==> config.mk <==
export PLATFORM = sky130hd
export DESIGN_NAME = ir_pulse_distance_encoder_flat
export DESIGN_NICKNAME = d
export VERILOG_FILES = /design/src/rtl/irpde_pkg.sv /design/src/rtl/irpde_if.sv /design/src/rtl/irpde_cfg_regs.sv /design/src/rtl/irpde_core.sv /design/src/rtl/ir_pulse_distance_encoder.sv /design/src/flat_wrapper.sv
export SDC_FILE = /design/constraint.sdc
export NUM_CORES = 1
export LEC_CHECK = 0
export BUFFER_PORTS_ARGS = -buffer_cell sky130_fd_sc_hd__buf_2
export CAP_MARGIN = 20
export CORE_MARGIN = 3
export CORE_UTILIZATION = 55
export DETAILED_ROUTE_END_ITERATION = 16
export PLACE_DENSITY = 0.75
export SLEW_MARGIN = 20
export SYNTH_ARGS = -nofsm -noshare
export SYNTH_HDL_FRONTEND = slang
export SYNTH_SLANG_ARGS = --single-unit
==> constraint.sdc <==
create_clock -name clk -period 6.3 [get_ports clk]
set_input_delay 0.63 -clock clk [delete_from_list [all_inputs] [get_ports clk]]
set_output_delay 0.63 -clock clk [all_outputs]
set_load 0.02 [all_outputs]
==> src/rtl/irpde_pkg.sv <==
// ----------------------------------------------------------------------------
// irpde_pkg
// Shared types and constants of the IR pulse-distance encoder.
// ----------------------------------------------------------------------------
package irpde_pkg;

	localparam int MAX_DURATIONS = 1024;

	localparam int DUR_W   = 16;
	localparam int CODE_W  = 32;
	localparam int FMT_W   = 11;
	localparam int CIDX_W  = 4;
	localparam int CDATA_W = 16;
	localparam int STAT_W  = 2;
	localparam int LEN_W   = 17;

	// register indexes
	localparam logic [CIDX_W-1:0] REG_HEADER_MARK  = 4'd0;
	localparam logic [CIDX_W-1:0] REG_HEADER_SPACE = 4'd1;
	localparam logic [CIDX_W-1:0] REG_BIT_MARK     = 4'd2;
	localparam logic [CIDX_W-1:0] REG_ONE_SPACE    = 4'd3;
	localparam logic [CIDX_W-1:0] REG_ZERO_SPACE   = 4'd4;
	localparam logic [CIDX_W-1:0] REG_STOP_MARK    = 4'd5;
	localparam logic [CIDX_W-1:0] REG_FRAME_GAP    = 4'd6;
	localparam logic [CIDX_W-1:0] REG_FRAME_FORMAT = 4'd7;

	// reset values
	localparam logic [DUR_W-1:0] RST_HEADER_MARK  = 16'd4000;
	localparam logic [DUR_W-1:0] RST_HEADER_SPACE = 16'd4000;
	localparam logic [DUR_W-1:0] RST_BIT_MARK     = 16'd500;
	localparam logic [DUR_W-1:0] RST_ONE_SPACE    = 16'd1000;
	localparam logic [DUR_W-1:0] RST_ZERO_SPACE   = 16'd2000;
	localparam logic [DUR_W-1:0] RST_STOP_MARK    = 16'd500;
	localparam logic [DUR_W-1:0] RST_FRAME_GAP    = 16'd8500;
	localparam logic [FMT_W-1:0] RST_FRAME_FORMAT = 11'd1240;

	// input kinds
	localparam logic KIND_START = 1'b0;
	localparam logic KIND_NEXT  = 1'b1;

	// status codes
	localparam logic [STAT_W-1:0] ST_OK       = 2'd0;
	localparam logic [STAT_W-1:0] ST_IDLE     = 2'd1;
	localparam logic [STAT_W-1:0] ST_TOO_LONG = 2'd2;

	// sequence phase
	localparam logic [1:0] PH_HEADER = 2'd0;
	localparam logic [1:0] PH_DATA   = 2'd1;
	localparam logic [1:0] PH_STOP   = 2'd2;

	typedef struct packed {
		logic [DUR_W-1:0] header_mark;
		logic [DUR_W-1:0] header_space;
		logic [DUR_W-1:0] bit_mark;
		logic [DUR_W-1:0] one_space;
		logic [DUR_W-1:0] zero_space;
		logic [DUR_W-1:0] stop_mark;
		logic [DUR_W-1:0] frame_gap;
		logic [FMT_W-1:0] frame_format;
	} cfg_t;

endpackage

==> src/rtl/irpde_if.sv <==
// ----------------------------------------------------------------------------
// irpde interfaces
// Input, result and configuration channels with valid/ready handshake.
// ----------------------------------------------------------------------------
interface irpde_in_if;
	logic                           valid;
	logic                           ready;
	logic                           kind;
	logic [irpde_pkg::CODE_W-1:0]   code_value;

	modport source (output valid, output kind, output code_value, input ready);
	modport sink   (input valid, input kind, input code_value, output ready);
endinterface

interface irpde_out_if;
	logic                           valid;
	logic                           ready;
	logic [irpde_pkg::DUR_W-1:0]    mark_us;
	logic [irpde_pkg::DUR_W-1:0]    space_us;
	logic                           last;
	logic [irpde_pkg::STAT_W-1:0]   status;

	modport source (output valid, output mark_us, output space_us, output last,
		output status, input ready);
	modport sink   (input valid, input mark_us, input space_us, input last,
		input status, output ready);
endinterface

interface irpde_cfg_if;
	logic                           valid;
	logic                           ready;
	logic [irpde_pkg::CIDX_W-1:0]   index;
	logic [irpde_pkg::CDATA_W-1:0]  data;

	modport source (output valid, output index, output data, input ready);
	modport sink   (input valid, input index, input data, output ready);
endinterface

==> src/rtl/irpde_cfg_regs.sv <==
// ----------------------------------------------------------------------------
// irpde_cfg_regs
// Timing and frame format registers, written over the config channel.
// ----------------------------------------------------------------------------
module irpde_cfg_regs (
	input  logic              clk,
	input  logic              arst_n,
	irpde_cfg_if.sink         cfg_ch,
	output irpde_pkg::cfg_t   cfg
);

	irpde_pkg::cfg_t regs_q;
	logic            wr;

	assign cfg_ch.ready = 1'b1;
	assign wr           = cfg_ch.valid & cfg_ch.ready;
	assign cfg          = regs_q;

	always_ff @(posedge clk or negedge arst_n) begin
		if (!arst_n) begin
			regs_q.header_mark  <= irpde_pkg::RST_HEADER_MARK;
			regs_q.header_space <= irpde_pkg::RST_HEADER_SPACE;
			regs_q.bit_mark     <= irpde_pkg::RST_BIT_MARK;
			regs_q.one_space    <= irpde_pkg::RST_ONE_SPACE;
			regs_q.zero_space   <= irpde_pkg::RST_ZERO_SPACE;
			regs_q.stop_mark    <= irpde_pkg::RST_STOP_MARK;
			regs_q.frame_gap    <= irpde_pkg::RST_FRAME_GAP;
			regs_q.frame_format <= irpde_pkg::RST_FRAME_FORMAT;
		end else if (wr) begin
			case (cfg_ch.index)
				irpde_pkg::REG_HEADER_MARK:  regs_q.header_mark  <= cfg_ch.data;
				irpde_pkg::REG_HEADER_SPACE: regs_q.header_space <= cfg_ch.data;
				irpde_pkg::REG_BIT_MARK:     regs_q.bit_mark     <= cfg_ch.data;
				irpde_pkg::REG_ONE_SPACE:    regs_q.one_space    <= cfg_ch.data;
				irpde_pkg::REG_ZERO_SPACE:   regs_q.zero_space   <= cfg_ch.data;
				irpde_pkg::REG_STOP_MARK:    regs_q.stop_mark    <= cfg_ch.data;
				irpde_pkg::REG_FRAME_GAP:    regs_q.frame_gap    <= cfg_ch.data;
				irpde_pkg::REG_FRAME_FORMAT:
					regs_q.frame_format <= cfg_ch.data[irpde_pkg::FMT_W-1:0];
				default: ;
			endcase
		end
	end

endmodule

==> src/rtl/irpde_core.sv <==
// ----------------------------------------------------------------------------
// irpde_core
// Sequence state and next-pair logic with a registered result stage.
// ----------------------------------------------------------------------------
module irpde_core (
	input  logic              clk,
	input  logic              arst_n,
	input  irpde_pkg::cfg_t   cfg,
	irpde_in_if.sink          in_ch,
	irpde_out_if.source       out_ch
);

	// sequence state
	logic                           active_q;
	logic [irpde_pkg::CODE_W-1:0]   code_q;
	logic [3:0]                     frame_idx_q;
	logic [5:0]                     bit_idx_q;
	logic [1:0]                     phase_q;

	// result register
	logic                           out_valid_q;
	logic [irpde_pkg::DUR_W-1:0]    mark_q;
	logic [irpde_pkg::DUR_W-1:0]    space_q;
	logic                           last_q;
	logic [irpde_pkg::STAT_W-1:0]   status_q;

	logic                           acc;
	logic [5:0]                     bits;
	logic [3:0]                     frames;
	logic                           msb_first;
	logic [7:0]                     per_frame;
	logic [irpde_pkg::LEN_W-1:0]    total;
	logic [5:0]                     shift;
	logic                           bit_one;
	logic [5:0]                     bit_inc;
	logic                           do_stop;

	logic                           n_active;
	logic [irpde_pkg::CODE_W-1:0]   n_code;
	logic [3:0]                     n_frame;
	logic [5:0]                     n_bit;
	logic [1:0]                     n_phase;
	logic [irpde_pkg::DUR_W-1:0]    r_mark;
	logic [irpde_pkg::DUR_W-1:0]    r_space;
	logic                           r_last;
	logic [irpde_pkg::STAT_W-1:0]   r_status;

	assign in_ch.ready    = !out_valid_q || out_ch.ready;
	assign acc            = in_ch.valid && in_ch.ready;

	assign out_ch.valid    = out_valid_q;
	assign out_ch.mark_us  = mark_q;
	assign out_ch.space_us = space_q;
	assign out_ch.last     = last_q;
	assign out_ch.status   = status_q;

	assign bits      = cfg.frame_format[5:0];
	assign frames    = (cfg.frame_format[9:6] == 4'd0) ? 4'd1 : cfg.frame_format[9:6];
	assign msb_first = cfg.frame_format[10];
	assign per_frame = 8'd3 + {1'b0, bits, 1'b0};
	assign total     = irpde_pkg::LEN_W'(per_frame) * irpde_pkg::LEN_W'(frames)
		+ irpde_pkg::LEN_W'(frames) - irpde_pkg::LEN_W'(1);

	assign shift   = msb_first ? (bits - 6'd1 - bit_idx_q) : bit_idx_q;
	assign bit_one = !shift[5] && code_q[shift[4:0]];
	assign bit_inc = bit_idx_q + 6'd1;

	always_comb begin
		n_active = active_q;
		n_code   = code_q;
		n_frame  = frame_idx_q;
		n_bit    = bit_idx_q;
		n_phase  = phase_q;
		r_mark   = '0;
		r_space  = '0;
		r_last   = 1'b0;
		r_status = irpde_pkg::ST_OK;
		do_stop  = 1'b0;
		if (in_ch.kind == irpde_pkg::KIND_START) begin
			n_active = 1'b0;
			n_frame  = '0;
			n_bit    = '0;
			n_phase  = irpde_pkg::PH_HEADER;
			if (total > irpde_pkg::LEN_W'(irpde_pkg::MAX_DURATIONS)) begin
				r_status = irpde_pkg::ST_TOO_LONG;
			end else begin
				n_code   = in_ch.code_value;
				n_active = 1'b1;
				r_mark   = cfg.header_mark;
				r_space  = cfg.header_space;
				n_phase  = (bits != 6'd0) ? irpde_pkg::PH_DATA : irpde_pkg::PH_STOP;
			end
		end else if (!active_q) begin
			r_status = irpde_pkg::ST_IDLE;
		end else begin
			case (phase_q)
				irpde_pkg::PH_HEADER: begin
					r_mark  = cfg.header_mark;
					r_space = cfg.header_space;
					n_bit   = '0;
					n_phase = (bits != 6'd0) ? irpde_pkg::PH_DATA : irpde_pkg::PH_STOP;
				end
				irpde_pkg::PH_DATA: begin
					if (bit_idx_q < bits) begin
						r_mark  = cfg.bit_mark;
						r_space = bit_one ? cfg.one_space : cfg.zero_space;
						n_bit   = bit_inc;
						if (bit_inc >= bits || bit_inc == 6'd0)
							n_phase = irpde_pkg::PH_STOP;
					end else begin
						do_stop = 1'b1;
					end
				end
				default: do_stop = 1'b1;
			endcase
			if (do_stop) begin
				r_mark = cfg.stop_mark;
				n_bit  = '0;
				n_phase = irpde_pkg::PH_HEADER;
				if ({1'b0, frame_idx_q} + 5'd1 >= {1'b0, frames}) begin
					r_last   = 1'b1;
					n_active = 1'b0;
					n_frame  = '0;
				end else begin
					r_space = cfg.frame_gap;
					n_frame = frame_idx_q + 4'd1;
				end
			end
		end
	end

	always_ff @(posedge clk or negedge arst_n) begin
		if (!arst_n) begin
			active_q    <= 1'b0;
			code_q      <= '0;
			frame_idx_q <= '0;
			bit_idx_q   <= '0;
			phase_q     <= irpde_pkg::PH_HEADER;
			out_valid_q <= 1'b0;
		end else begin
			if (acc) begin
				active_q    <= n_active;
				code_q      <= n_code;
				frame_idx_q <= n_frame;
				bit_idx_q   <= n_bit;
				phase_q     <= n_phase;
				out_valid_q <= 1'b1;
			end else if (out_ch.ready) begin
				out_valid_q <= 1'b0;
			end
		end
	end

	always_ff @(posedge clk) begin
		if (acc) begin
			mark_q   <= r_mark;
			space_q  <= r_space;
			last_q   <= r_last;
			status_q <= r_status;
		end
	end

	a_idle_clear: assert property (@(posedge clk) disable iff (!arst_n)
		!active_q |-> (frame_idx_q == 4'd0 && bit_idx_q == 6'd0
			&& phase_q == irpde_pkg::PH_HEADER))
		else $error("inactive sequence with stale counters");

	a_last_ends: assert property (@(posedge clk) disable iff (!arst_n)
		acc && r_last |=> !active_q && out_valid_q && last_q)
		else $error("final pair did not end the sequence");

	a_idle_holds: assert property (@(posedge clk) disable iff (!arst_n)
		acc && in_ch.kind == irpde_pkg::KIND_NEXT && !active_q
		|=> !active_q && status_q == irpde_pkg::ST_IDLE)
		else $error("next with no sequence changed state");

	a_err_zero: assert property (@(posedge clk) disable iff (!arst_n)
		out_valid_q && status_q != irpde_pkg::ST_OK
		|-> mark_q == '0 && space_q == '0 && !last_q)
		else $error("error result carries durations");

endmodule

==> src/rtl/ir_pulse_distance_encoder.sv <==
// ----------------------------------------------------------------------------
// ir_pulse_distance_encoder
// IR remote code to mark/space durations, one pair per pulled word.
//
//   channel  dir  handshake          word
//   in_ch    in   valid/ready        kind, code_value
//   out_ch   out  valid/ready        mark_us, space_us, last, status
//   cfg_ch   in   valid/ready (rdy=1) index, data
//
// One input word per cycle while in_ch is ready; its result is registered and shows in the cycle
// after acceptance. A single output register decouples the sides: in_ch is
// ready whenever that register is empty or being drained this cycle.
// arst_n clears the sequence state and loads the register defaults.
// ----------------------------------------------------------------------------
module ir_pulse_distance_encoder (
	input  logic          clk,
	input  logic          arst_n,
	irpde_in_if.sink      in_ch,
	irpde_out_if.source   out_ch,
	irpde_cfg_if.sink     cfg_ch
);

	irpde_pkg::cfg_t cfg;

	irpde_cfg_regs u_cfg (
		.clk    (clk),
		.arst_n (arst_n),
		.cfg_ch (cfg_ch),
		.cfg    (cfg)
	);

	irpde_core u_core (
		.clk    (clk),
		.arst_n (arst_n),
		.cfg    (cfg),
		.in_ch  (in_ch),
		.out_ch (out_ch)
	);

endmodule

==> src/flat_wrapper.sv <==
// flat-port wrapper written by rule: the top's interface ports become plain ports
module ir_pulse_distance_encoder_flat 
  (clk, arst_n, in_ch_valid, in_ch_kind, in_ch_code_value, in_ch_ready, out_ch_valid, out_ch_mark_us, out_ch_space_us, out_ch_last, out_ch_status, out_ch_ready, cfg_ch_valid, cfg_ch_index, cfg_ch_data, cfg_ch_ready);
  irpde_in_if in_ch_i ();
  irpde_out_if out_ch_i ();
  irpde_cfg_if cfg_ch_i ();
  input  logic clk;
  input  logic arst_n;
  input wire logic [$bits(in_ch_i.valid)-1:0] in_ch_valid;
  input wire logic [$bits(in_ch_i.kind)-1:0] in_ch_kind;
  input wire logic [$bits(in_ch_i.code_value)-1:0] in_ch_code_value;
  output wire logic [$bits(in_ch_i.ready)-1:0] in_ch_ready;
  output wire logic [$bits(out_ch_i.valid)-1:0] out_ch_valid;
  output wire logic [$bits(out_ch_i.mark_us)-1:0] out_ch_mark_us;
  output wire logic [$bits(out_ch_i.space_us)-1:0] out_ch_space_us;
  output wire logic [$bits(out_ch_i.last)-1:0] out_ch_last;
  output wire logic [$bits(out_ch_i.status)-1:0] out_ch_status;
  input wire logic [$bits(out_ch_i.ready)-1:0] out_ch_ready;
  input wire logic [$bits(cfg_ch_i.valid)-1:0] cfg_ch_valid;
  input wire logic [$bits(cfg_ch_i.index)-1:0] cfg_ch_index;
  input wire logic [$bits(cfg_ch_i.data)-1:0] cfg_ch_data;
  output wire logic [$bits(cfg_ch_i.ready)-1:0] cfg_ch_ready;
  assign in_ch_i.valid = in_ch_valid;
  assign in_ch_i.kind = in_ch_kind;
  assign in_ch_i.code_value = in_ch_code_value;
  assign in_ch_ready = in_ch_i.ready;
  assign out_ch_valid = out_ch_i.valid;
  assign out_ch_mark_us = out_ch_i.mark_us;
  assign out_ch_space_us = out_ch_i.space_us;
  assign out_ch_last = out_ch_i.last;
  assign out_ch_status = out_ch_i.status;
  assign out_ch_i.ready = out_ch_ready;
  assign cfg_ch_i.valid = cfg_ch_valid;
  assign cfg_ch_i.index = cfg_ch_index;
  assign cfg_ch_i.data = cfg_ch_data;
  assign cfg_ch_ready = cfg_ch_i.ready;
  ir_pulse_distance_encoder u_core (.clk(clk), .arst_n(arst_n), .in_ch(in_ch_i), .out_ch(out_ch_i), .cfg_ch(cfg_ch_i));
endmodule
* Yosys cells after proc, flatten, opt, wreduce, memory -nomap -nowiden *
Index checks and enable logic that the tools add are counted.

storage, ports and cells
  register bits after elaboration = 204
  bits in latches = 0
  memory bits (writable) = 0
  memory bits (read-only) = 0
  bits of input ports = 58
  output and inout bits = 38
  logic and storage cells = 122
  memories kept = 0

operators by class
  $add $sub $neg = 8
  multiply operators = 1
  divide/modulo/power cells = 0
  order comparisons = 5
  equal/unequal tests = 13
  shifts and indexed selects = 0
  mux-type cells = 50
  bitwise gates (word level) = 2
  reduce and logical (&&, ||, !) cells = 25

operator list
  cell                                                                               number
  16-bit two-way mux                                                                 12
  16-bit case mux with 2 select lines                                                2
  6-bit two-way mux                                                                  5
  4-bit two-way mux                                                                  5
  2-bit two-way mux                                                                  9
  17-bit by 11-bit greater-than comparator with 1-bit output, second input constant  1
  4-bit by 3-bit equality test with 1-bit output, second input constant              4
  2-bit AND reduction                                                                8
  13-bit by 1-bit subtractor with 14-bit output, second input constant               1
  12-bit by 4-bit adder with 13-bit output                                           1
  1-bit two-way mux                                                                  13
  8-bit by 4-bit multiplier with 12-bit output                                       1
  6-bit case mux with 2 select lines                                                 1
  3-bit AND reduction                                                                3
  2-bit by 7-bit adder with 8-bit output, first input constant                       1
  4-bit by 2-bit equality test with 1-bit output, second input constant              2
  4-bit zero test                                                                    2
  4-bit inequality test, second input constant                                       2
  6-bit by 1-bit adder with 6-bit output, second input constant                      1
  6-bit >= comparator                                                                1
  6-bit zero test                                                                    1
  5-bit by 6-bit < comparator with 1-bit output, second input constant               1
  6-bit < comparator                                                                 1
  6-bit nonzero test                                                                 1
  other kinds (20)                                                                   25

* Logic depth before layout (Yosys ltp) *
Gate-level depths: netlist of the first run.

  word-level depth = 13
  depth in mapped cells = 21
  mapped depth without buffers = 19

* Hierarchy *
Synthesis of the first run repeated with hierarchy kept, for this count alone.

second synthesis, totals
  cells, all modules = 899
  area total of the unflattened synthesis = 11178.2 µm²

modules (own cells, without submodules)
  module          instances  cells each  area an instance (µm²)  sequential area each (µm²)
  irpde_core      1          627         6457.4                  2202.1
  irpde_cfg_regs  1          272         4720.8                  3135.5

* Worst setup path before layout of the first run *
No wires, ideal clock.

  path kind = register to register
  start point = register u_core.u_cfg.regs_q, in the netlist u_core.u_cfg.cfg[7]
  end point = register u_core.u_core.code_q[10] in the netlist's numbering
  library setup time = 0.125 ns
  arrival time = 5.041 ns
  required time = 6.175 ns
  setup slack = 1.133 ns
  cell stages (with the launch flop) = 21
  buffers on the path = 3
  period minus slack after synthesis = 5.167 ns
  cell sequence = dfstp_2 -> nor3_2 -> or2_2 -> clkbuf_1 -> and2_1 -> ha_1 -> xnor2_1 -> fa_1 -> fa_1 -> inv_1 -> ha_1 -> and3b_1 -> o22a_1 -> a41oi_1 -> a31o_2 -> nand4_1 -> or4b_4 -> nand2b_4 -> buf_6 -> buf_6 -> mux2_4

between the ends
  longest elaborated chain between the ends = 8

RTL lines
  element                                                       line                  text
  start, declared                                               irpde_cfg_regs.sv:12  irpde_pkg::cfg_t regs_q;
  4-bit zero test                                               irpde_core.sv:58      assign frames = (cfg.frame_format[9:6] == 4'd0) ? 4'd1 : cfg.frame_format[9:6];
  4-bit two-way mux *                                           irpde_core.sv:58
  8-bit by 4-bit multiplier with 12-bit output                  irpde_core.sv:61      assign total = irpde_pkg::LEN_W'(per_frame) * irpde_pkg::LEN_W'(frames)
  12-bit by 4-bit adder with 13-bit output *                    irpde_core.sv:62      + irpde_pkg::LEN_W'(frames) - irpde_pkg::LEN_W'(1);
  13-bit by 1-bit subtractor with 14-bit output *               irpde_core.sv:62
  17-bit by 11-bit greater-than comparator with 1-bit output *  irpde_core.sv:84      if (total > irpde_pkg::LEN_W'(irpde_pkg::MAX_DURATIONS)) begin
  1-bit inverter (no line) *                                    --
  3-bit AND reduction (no line) *                               --
  end signal, assigned                                          irpde_core.sv:143     code_q <= n_code;
  end, declared                                                 irpde_core.sv:15      logic [irpde_pkg::CODE_W-1:0] code_q;

Every way passes the cells marked *; elsewhere a longest branch is shown, timed or not.
A chain may end at the register's enable or synchronous reset.

* Worst setup path after layout of the first run *
  start point = register u_core.u_cfg.regs_q, in the netlist u_core.u_cfg.cfg[0]
  end point = register u_core.u_core.code_q[28] in the netlist's numbering

between the ends
  longest elaborated chain between the ends = 7

RTL lines
  element                                                     line              text
  2-bit by 7-bit adder with 8-bit output                      irpde_core.sv:60  assign per_frame = 8'd3 + {1'b0, bits, 1'b0};
  8-bit by 4-bit multiplier with 12-bit output                irpde_core.sv:61
  12-bit by 4-bit adder with 13-bit output                    irpde_core.sv:62
  13-bit by 1-bit subtractor with 14-bit output               irpde_core.sv:62
  17-bit by 11-bit greater-than comparator with 1-bit output  irpde_core.sv:84
  1-bit inverter (no line)                                    --
  3-bit AND reduction (no line)                               --

No other way between the ends.

==> results of run 1 <==
## area by class of cell
cell class	instances	share of cell area, %
Timing Repair Buffer	104	4.47
Clock buffer	32	5.26
Clock inverter	8	0.770
Inverter	78	2.37
Multi-Input combinational cell	563	41.3
Tap cell	260	2.64
Sequential cell	204	43.2
## placed cells by master, fill, tap and decap left out, types with 12 or more instances in the layout
cell / netlist / final
sky130_fd_sc_hd__mux2i_1: 22 / 22
sky130_fd_sc_hd__mux2_2: 118 / 118
sky130_fd_sc_hd__clkbuf_16: 0 / 23
sky130_fd_sc_hd__and2_1: 12 / 12
sky130_fd_sc_hd__fa_1: 15 / 15
sky130_fd_sc_hd__o21ai_0: 24 / 24
sky130_fd_sc_hd__buf_2: 4 / 93
sky130_fd_sc_hd__dfstp_2: 46 / 46
sky130_fd_sc_hd__nor2_1: 17 / 17
sky130_fd_sc_hd__ha_1: 54 / 54
sky130_fd_sc_hd__edfxtp_1: 35 / 35
sky130_fd_sc_hd__o221ai_1: 16 / 16
sky130_fd_sc_hd__a21oi_1: 33 / 33
sky130_fd_sc_hd__inv_1: 77 / 76
sky130_fd_sc_hd__nand2_1: 66 / 66
sky130_fd_sc_hd__mux2_4: 29 / 29
sky130_fd_sc_hd__o21a_1: 18 / 18
sky130_fd_sc_hd__o2bb2ai_1: 17 / 17
sky130_fd_sc_hd__dfrtp_1: 123 / 123
## critical path: stages (launching register included)
cell	delay [ns]
sky130_fd_sc_hd__dfrtp_1	0.53
sky130_fd_sc_hd__inv_1	0.17
sky130_fd_sc_hd__ha_1	0.38
sky130_fd_sc_hd__and2_1	0.18
sky130_fd_sc_hd__ha_1	0.32
sky130_fd_sc_hd__xnor2_1	0.18
sky130_fd_sc_hd__fa_1	0.46
sky130_fd_sc_hd__fa_1	0.56
sky130_fd_sc_hd__inv_1	0.05
sky130_fd_sc_hd__ha_1	0.28
sky130_fd_sc_hd__and3b_1	0.16
sky130_fd_sc_hd__o22a_1	0.25
sky130_fd_sc_hd__a41oi_1	0.25
sky130_fd_sc_hd__a31o_2	0.18
sky130_fd_sc_hd__nand4_1	0.12
sky130_fd_sc_hd__or4b_4	0.56
sky130_fd_sc_hd__nand2b_4	0.44
sky130_fd_sc_hd__mux2_4	0.43
## cell families after synthesis
kind of cell | synth area share (%)
AO/OA/AOI/OAI | 8.83
XOR/XNOR | 1.29
adder cells (fa/ha/maj) | 8.96
buffers and inverters | 4.39
flip-flops | 49.0
multiplexers | 20.0
other | 0.0344
AND/OR/NAND/NOR | 7.46
## path summary, 6_finish.rpt
| kind | to | depth (start not counted) |
|---|---|---|
| worst min register to register | u_core.u_cfg.cfg[44] | 1 |
| worst max register to register | u_core.u_core.code_q[28] | 17 |
| max in group asynchronous | u_core.u_cfg.cfg[88] | 2 |
| min in group clk | u_core.u_core.out_ch.valid | 2 |
| worst max-delay path | u_core.u_core.code_q[28] | 17 |
| worst min-delay path | u_core.u_core.code_q[30] | 1 |
## power groups by stage
stage / clock [mW] / sequential [mW] / combinational (mW)
6_report: 1.32 / 1.92 / 2.21
5_1_grt: 1.39 / 1.96 / 2.51
4_1_cts: 1.33 / 1.92 / 2.24
3_5_place_dp: 0 / 1.94 / 2.22
3_3_place_gp: 0 / 1.92 / 2.15
2_1_floorplan: 0 / 1.91 / 1.73
## flip-flops by register name, summed over array words and instances, names as in the netlist, 2 cells and up
name	count
u_core.u_core.out_ch.space_us	16
u_core.u_cfg.cfg	123
u_core.u_core.out_ch.mark_us	16
u_core.u_core.frame_idx_q	4
u_core.u_core.phase_q	2
u_core.u_core.code_q	32
u_core.u_core.bit_idx_q	6
u_core.u_core.out_ch.status	2
## per-layer routing
metal	track usage, %	vias to the layer above	share of wire (%)
met1	32.1	3671	47
met3	2.99	19	4.7
li1	-	3307	-
met2	35.1	166	47
met4	5.17	0	1.3
met5	0	-	0
## through the flow
stage	worst slack, ns	hold WS (ns)	area [um2]	instances
final	0.649	0.143	12300	1249
after global routing	0.281	0.197	12300	1249
after CTS	0.666	0.164	12300	1249
after detailed placement	0.708	0.494	11600	1209
after global placement	0.759	0.486	11600	1209
after floorplan	1.13	0.334	10900	883
==> results.rst, run 1 <==
.. list-table::
   :header-rows: 1

   * - Metric
     - Value
   * - Post-layout min period
     - 5.65 ns
   * - Post-synthesis area per instance
     - 12.3 um2
   * - Net switching power
     - 1.88 mW
   * - Setup Buffers After CTS
     - 0
   * - Critical setup path kind
     - flip-flop to flip-flop
   * - H-tree depth reported by CTS
     - 1
   * - Synth cell count leaders
     - sky130_fd_sc_hd__dfrtp_1 (123), sky130_fd_sc_hd__mux2_2 (118), sky130_fd_sc_hd__inv_1 (77)
   * - Number of antenna violations at the first check in global routing
     - 0
   * - TritonCTS Sinks
     - 204
   * - Total track usage
     - 21.9%
   * - Worst endpoint data arrival time
     - 6.04 ns
   * - Max_slew headroom
     - 31.9%
   * - Area of combinational cells with multiple inputs
     - 5090 um2
   * - Vias
     - 7163
   * - Reg-to-reg setup timing slack
     - 0.65 ns
   * - Finished Core Util
     - 64.7%
   * - Crit path required time
     - 6.69 ns
   * - Power density normalized to cell area
     - 442 nW/um2
   * - Summed negative setup slack over all endpoints
     - 0 ns
   * - Post-synth EDFFs
     - 35
   * - FF+latch count, synth
     - 204
   * - Clk slew on worst S/H paths
     - 0.07 ns
   * - Clock tree from TritonCTS
     - yes
   * - Die Span X
     - 147 um
   * - Prevailing post-synth register cell
     - sky130_fd_sc_hd__dfrtp_1
   * - Average detailed-routed wire length per instance
     - 18.8 um
   * - Critical path fanouts, max
     - 33
   * - R2R Path Start
     - u_core.u_cfg.cfg[0]
   * - Final GP Congestion
     - 0.843
   * - Largest net degree at the start of global routing
     - 75
   * - Wire length after detailed routing
     - 23.4 mm
   * - Relative contribution of the clock network to total power
     - 24.1%
   * - Height of the chip
     - 147 um
   * - Register share of total power
     - 35.3%
   * - Min-delay worst type
     - input port to asynchronous set/reset pin
   * - Vias per std cell
     - 5.73
   * - Maxcap violations
     - 0
   * - Die ar.
     - 21500 um2
   * - Total grt overflow
     - 0
   * - Yosys cell types
     - 66
   * - Worst Clk Skew
     - 0.0182 ns
   * - Initial standard-cell utilization of the core
     - 57.1%
   * - Worst-Margin Slew
     - 1.02 ns
   * - Final Total Pwr
     - 5.45 mW
   * - Post-synthesis cell type with the largest combined area
     - sky130_fd_sc_hd__dfrtp_1
   * - Flip-flop and latch area
     - 5340 um2
   * - Final hold violation count
     - 0
   * - Layout fillers
     - 1423
   * - Most common cell in the synthesized netlist
     - sky130_fd_sc_hd__dfrtp_1
   * - Part of the power in combinational logic
     - 40.6%
   * - Sequential element share of the synthesized area
     - 49.0%
   * - Post-cts hold buffer count
     - 0
   * - Clk_lat worst skew
     - 0.51 ns
   * - Synthesis-to-finish area growth
     - 13.4%
   * - Element type at the critical path end
     - flip-flop
   * - Synth Cell Area
     - 10900 um2
   * - Achievable frequency
     - 177 MHz
   * - First-pass DRT Iterations
     - 5
   * - IO Port Bufs
     - 94
   * - Final clock period utilization by the worst path
     - 89.7%
   * - Post-synthesis instance total
     - 883
   * - Antenna diode count
     - 0
   * - Number of nets with antenna violations after routing
     - 0
   * - Wire length of the first global-routing pass
     - 38.6 mm
   * - P_int
     - 3.58 mW
   * - Iter 0 DRT Violations
     - 492
   * - Area contributors post-synth
     - sky130_fd_sc_hd__dfrtp_1 (28%), sky130_fd_sc_hd__mux2_2 (12%), sky130_fd_sc_hd__dfstp_2 (11%), sky130_fd_sc_hd__edfxtp_1 (9.7%), sky130_fd_sc_hd__ha_1 (6.2%)
   * - DRC violation count after routing
     - 0
   * - Portion of synthesized cell area occupied by the leading cell type
     - 28.3%
   * - Leakage power total
     - 5.70 nW
   * - Final #Nets
     - 1100
   * - Final number of max-transition violations
     - 0
   * - Outcome
     - complete, no violations
   * - Vias in the first global route
     - 7362
   * - Number of cell rows
     - 50
   * - Critical path origin
     - u_core.u_cfg.cfg[0]
   * - Number of buffers created by CTS
     - 22
   * - Setup repair after global routing missed its margin
     - no
   * - Number of resized instances in the post-cts repair step
     - 0
   * - Detailed placer's ending HPWL
     - 15.9 mm
   * - Clock tree root driver cell
     - sky130_fd_sc_hd__clkbuf_16
   * - Syn_nets
     - 1010
   * - Ratio of cells with drive above 1 in the final layout
     - 35.7%
   * - Switching share of power
     - 34.4%
   * - Worst supply voltage drop on vdd
     - 218 uV
   * - Std-Cell Core Area
     - 19100 um2
   * - Number of buffers on the longest clock path
     - 3
   * - Kind of start point of the critical path
     - flip-flop
   * - Synth Warn #
     - 0
   * - Async set or reset register ratio after synthesis
     - 82.8%
   * - Count of pins on the block boundary
     - 96
   * - Final setup fails
     - 0
Note: power is estimated with default switching activity, not from simulation.
==> run 2, diff against run 1 <==
--- a/config.mk
+++ b/config.mk
@@ -11,6 +11,7 @@
 export CORE_UTILIZATION = 55
 export DETAILED_ROUTE_END_ITERATION = 16
 export PLACE_DENSITY = 0.75
+export RECOVER_POWER = 50
 export SLEW_MARGIN = 20
 export SYNTH_ARGS = -nofsm -noshare
 export SYNTH_HDL_FRONTEND = slang
==> run 2 against run 1 <==
- the flow now finishes with violations (max-capacitance violations, max-slew violations)
- setup slack better by 0.0025 ns
- die area stayed put
- largest cell class unchanged
- highest routed layer unchanged
- non-clock buffer count stayed put
- routed wire length hardly changed
- critical path depth stayed put
- clock-buffer cell count stayed put
- design area is 0.54% lower
- global-route usage stayed put
- final cell count stayed put
==> results.rst, run 2 (same netlist as run 1, synthesis figures left out) <==
.. list-table::
   :header-rows: 1

   * - Metric
     - Value
   * - Worst-Margin Slew
     - 3.92 ns (+2.90 ns)
   * - Max_slew headroom
     - -161% (-190 points)
   * - DRC violation count after routing
     - 0 (unchanged)
   * - R2R Path Start
     - u_core.u_cfg.cfg[0]
   * - Switching share of power
     - 34.5% (+0.073 points)
   * - Die ar.
     - 21500 um2 (unchanged)
   * - Hold slack final
     - 0.329 ns (+0.186 ns)
   * - Kind of start point of the critical path
     - flip-flop
   * - Number of buffers created by CTS
     - 22 (unchanged)
   * - Initial standard-cell utilization of the core
     - 57.1% (unchanged)
   * - Maxcap violations
     - 2 (+2)
   * - Worst supply voltage drop on vdd
     - 220 uV (+1.2%)
   * - TritonCTS Sinks
     - 204 (unchanged)
   * - Post-cts hold buffer count
     - 0 (unchanged)
   * - End of the critical path
     - u_core.u_core.code_q[28]
   * - Post-layout min period
     - 5.65 ns (-0.00251 ns)
   * - Final clock period utilization by the worst path
     - 89.7% (about the same)
   * - Clock tree from TritonCTS
     - yes
   * - Final GP Congestion
     - 0.843 (unchanged)
   * - Critical path origin
     - u_core.u_cfg.cfg[0]
   * - Ratio of cells with drive above 1 in the final layout
     - 31.7% (-3.9 points)
   * - Part of the power in combinational logic
     - 40.4% (-0.2 points)
   * - Crit path required time
     - 6.69 ns (about the same)
   * - Relative contribution of the clock network to total power
     - 24.2% (about the same)
   * - Clk_lat worst skew
     - 0.51 ns (about the same)
   * - Detailed placer's ending HPWL
     - 15.9 mm (unchanged)
   * - Min-delay worst type
     - input port to flip-flop
   * - Std-Cell Core Area
     - 19100 um2 (unchanged)
   * - Most common cell after layout, fill and taps aside
     - sky130_fd_sc_hd__dfrtp_1
   * - First-pass DRT Iterations
     - 5 (unchanged)
   * - Wire length after detailed routing
     - 23.4 mm (about the same)
   * - Number of cell rows
     - 50 (unchanged)
   * - Vias
     - 7179 (+0.22%)
   * - Average detailed-routed wire length per instance
     - 18.8 um (about the same)
   * - Met1 wire length
     - 10.9 mm (-0.32%)
   * - Largest net degree at the start of global routing
     - 75 (unchanged)
   * - Synthesis-to-finish area growth
     - 12.8%
   * - Iter 0 DRT Violations
     - 569 (+16%)
   * - Worst endpoint data arrival time
     - 6.04 ns (about the same)
   * - P_int
     - 3.57 mW (-0.25%)
   * - Setup Buffers After CTS
     - 0 (unchanged)
   * - Die Span X
     - 147 um (unchanged)
   * - Outcome
     - complete, but fails checks
   * - Antenna diode count
     - 0 (unchanged)
   * - Worst reg2reg endpoint
     - u_core.u_core.code_q[28]
   * - Setup repair after global routing missed its margin
     - no
   * - Final hold violation count
     - 0 (unchanged)
   * - H-tree depth reported by CTS
     - 1 (unchanged)
   * - Final setup fails
     - 0 (unchanged)
   * - Register-to-Register Path Depth
     - 17 (unchanged)
   * - Reg-to-reg setup timing slack
     - 0.65 ns (about the same)
   * - Failing checks
     - max-capacitance violations, max-slew violations
   * - Element type at the critical path end
     - flip-flop
   * - Clock tree root driver cell
     - sky130_fd_sc_hd__clkbuf_16
   * - Achievable frequency
     - 177 MHz (about the same)
   * - Number of nets with antenna violations after routing
     - 0 (unchanged)
   * - Total track usage
     - 21.9% (unchanged)
   * - Final #Nets
     - 1100 (unchanged)
   * - Total grt overflow
     - 0 (unchanged)
   * - Number of buffers on the longest clock path
     - 3 (unchanged)
   * - Vias per std cell
     - 5.75 (+0.22%)
   * - Clk slew on worst S/H paths
     - 0.06 ns (about the same)
   * - Vias in the first global route
     - 7362 (unchanged)
   * - Largest register FFs
     - 123 (unchanged)
   * - Wire length of the first global-routing pass
     - 38.6 mm (unchanged)
   * - DR top layer
     - met4
   * - Power density normalized to cell area
     - 443 nW/um2 (+0.40%)
   * - Number of resized instances in the post-cts repair step
     - 0 (unchanged)
   * - Critical setup path kind
     - flip-flop to flip-flop
   * - Final number of max-transition violations
     - 116 (+116)
   * - Worst Clk Skew
     - 0.0206 ns (+0.00242 ns)
   * - IO Port Bufs
     - 94 (unchanged)
   * - Post-route cell area
     - 12300 um2 (-0.54%)
   * - Summed negative setup slack over all endpoints
     - 0 ns (unchanged)
   * - Met2 layer wire length in the routed design
     - 11.1 mm (+0.33%)
   * - Leakage power total
     - 5.58 nW (-2.1%)
   * - Net switching power
     - 1.88 mW (about the same)
   * - Number of antenna violations at the first check in global routing
     - 0 (unchanged)
   * - Post-placement cell area
     - 11600 um2 (unchanged)
   * - Routed wl met3
     - 1.12 mm (+1.6%)
   * - Critical path fanouts, max
     - 33 (unchanged)
   * - Count of pins on the block boundary
     - 96 (unchanged)
   * - Register share of total power
     - 35.4% (about the same)
   * - Top library cells by usage in the layout, fill and taps aside
     - sky130_fd_sc_hd__dfrtp_1 (123), sky130_fd_sc_hd__mux2_2 (118), sky130_fd_sc_hd__inv_1 (76), sky130_fd_sc_hd__nand2_1 (66), sky130_fd_sc_hd__buf_2 (58)
   * - Height of the chip
     - 147 um (unchanged)
run 2: cell types whose count changed in the layout (fill, tap and decap cells not counted):
cell,previous run,this run
sky130_fd_sc_hd__buf_2,93,58
sky130_fd_sc_hd__buf_4,10,7
sky130_fd_sc_hd__buf_6,1,0
sky130_fd_sc_hd__clkbuf_1,5,43
sky130_fd_sc_hd__clkbuf_2,0,1
sky130_fd_sc_hd__nor3b_1,2,3
sky130_fd_sc_hd__nor3b_2,2,1
run 2: worst max-delay path, stage by stage (launching register included):
cell	delay (ns)
sky130_fd_sc_hd__dfrtp_1	0.53
sky130_fd_sc_hd__inv_1	0.17
sky130_fd_sc_hd__ha_1	0.38
sky130_fd_sc_hd__and2_1	0.18
sky130_fd_sc_hd__ha_1	0.32
sky130_fd_sc_hd__xnor2_1	0.18
sky130_fd_sc_hd__fa_1	0.46
sky130_fd_sc_hd__fa_1	0.56
sky130_fd_sc_hd__inv_1	0.05
sky130_fd_sc_hd__ha_1	0.28
sky130_fd_sc_hd__and3b_1	0.16
sky130_fd_sc_hd__o22a_1	0.25
sky130_fd_sc_hd__a41oi_1	0.25
sky130_fd_sc_hd__a31o_2	0.18
sky130_fd_sc_hd__nand4_1	0.12
sky130_fd_sc_hd__or4b_4	0.56
sky130_fd_sc_hd__nand2b_4	0.44
sky130_fd_sc_hd__mux2_4	0.43
run 2: layout make-up:
cell class	instances	area, um2
well taps	260	325
flip-flops and latches	204	5340
clock buffers	32	649
clock inverters	8	95.1
repair buffers	104	490
fillers	1447	6800
inverters	78	293
multi-input cells	563	5090
run 2: worst min path at each step:
stage                              from                         end  cells after the start
6_report                    in_ch_valid  u_core.u_core.out_ch.valid                      2
5_1_grt            in_ch_code_value[24]    u_core.u_core.code_q[24]                      2
4_1_cts                          arst_n    u_core.u_core.code_q[14]                      1
3_5_place_dp   u_core.u_core.code_q[10]    u_core.u_core.code_q[10]                      1
3_3_place_gp    u_core.u_core.code_q[1]     u_core.u_core.code_q[1]                      1
2_1_floorplan                    arst_n         u_core.u_cfg.cfg[0]                      0
run 2: routing by layer:
layer	global-route usage, %	vias up
li1	-	3307
met1	32.1	3676
met2	35.1	178
met3	2.99	18
met4	5.17	0
met5	0	-
run 2: metrics by stage:
stage | cells | setup WS, ns | utilization [%] | power [mW]
after floorplan | 883 | 1.13 | - | 3.63
after global placement | 1209 | 0.759 | 60.8 | 4.07
after detailed placement | 1209 | 0.708 | 60.8 | 4.16
after CTS | 1249 | 0.666 | 64.7 | 5.49
after global routing | 1249 | 0.279 | 64.3 | 5.86
final | 1249 | 0.651 | 64.3 | 5.44
run 2: power by group through the flow:
stage	registers [mW]	clock network [mW]	logic, mW
floorplan	1.91	0	1.73
global placement	1.92	0	2.15
detailed placement	1.94	0	2.22
CTS	1.92	1.33	2.24
global route	1.97	1.39	2.50
finish	1.93	1.32	2.20
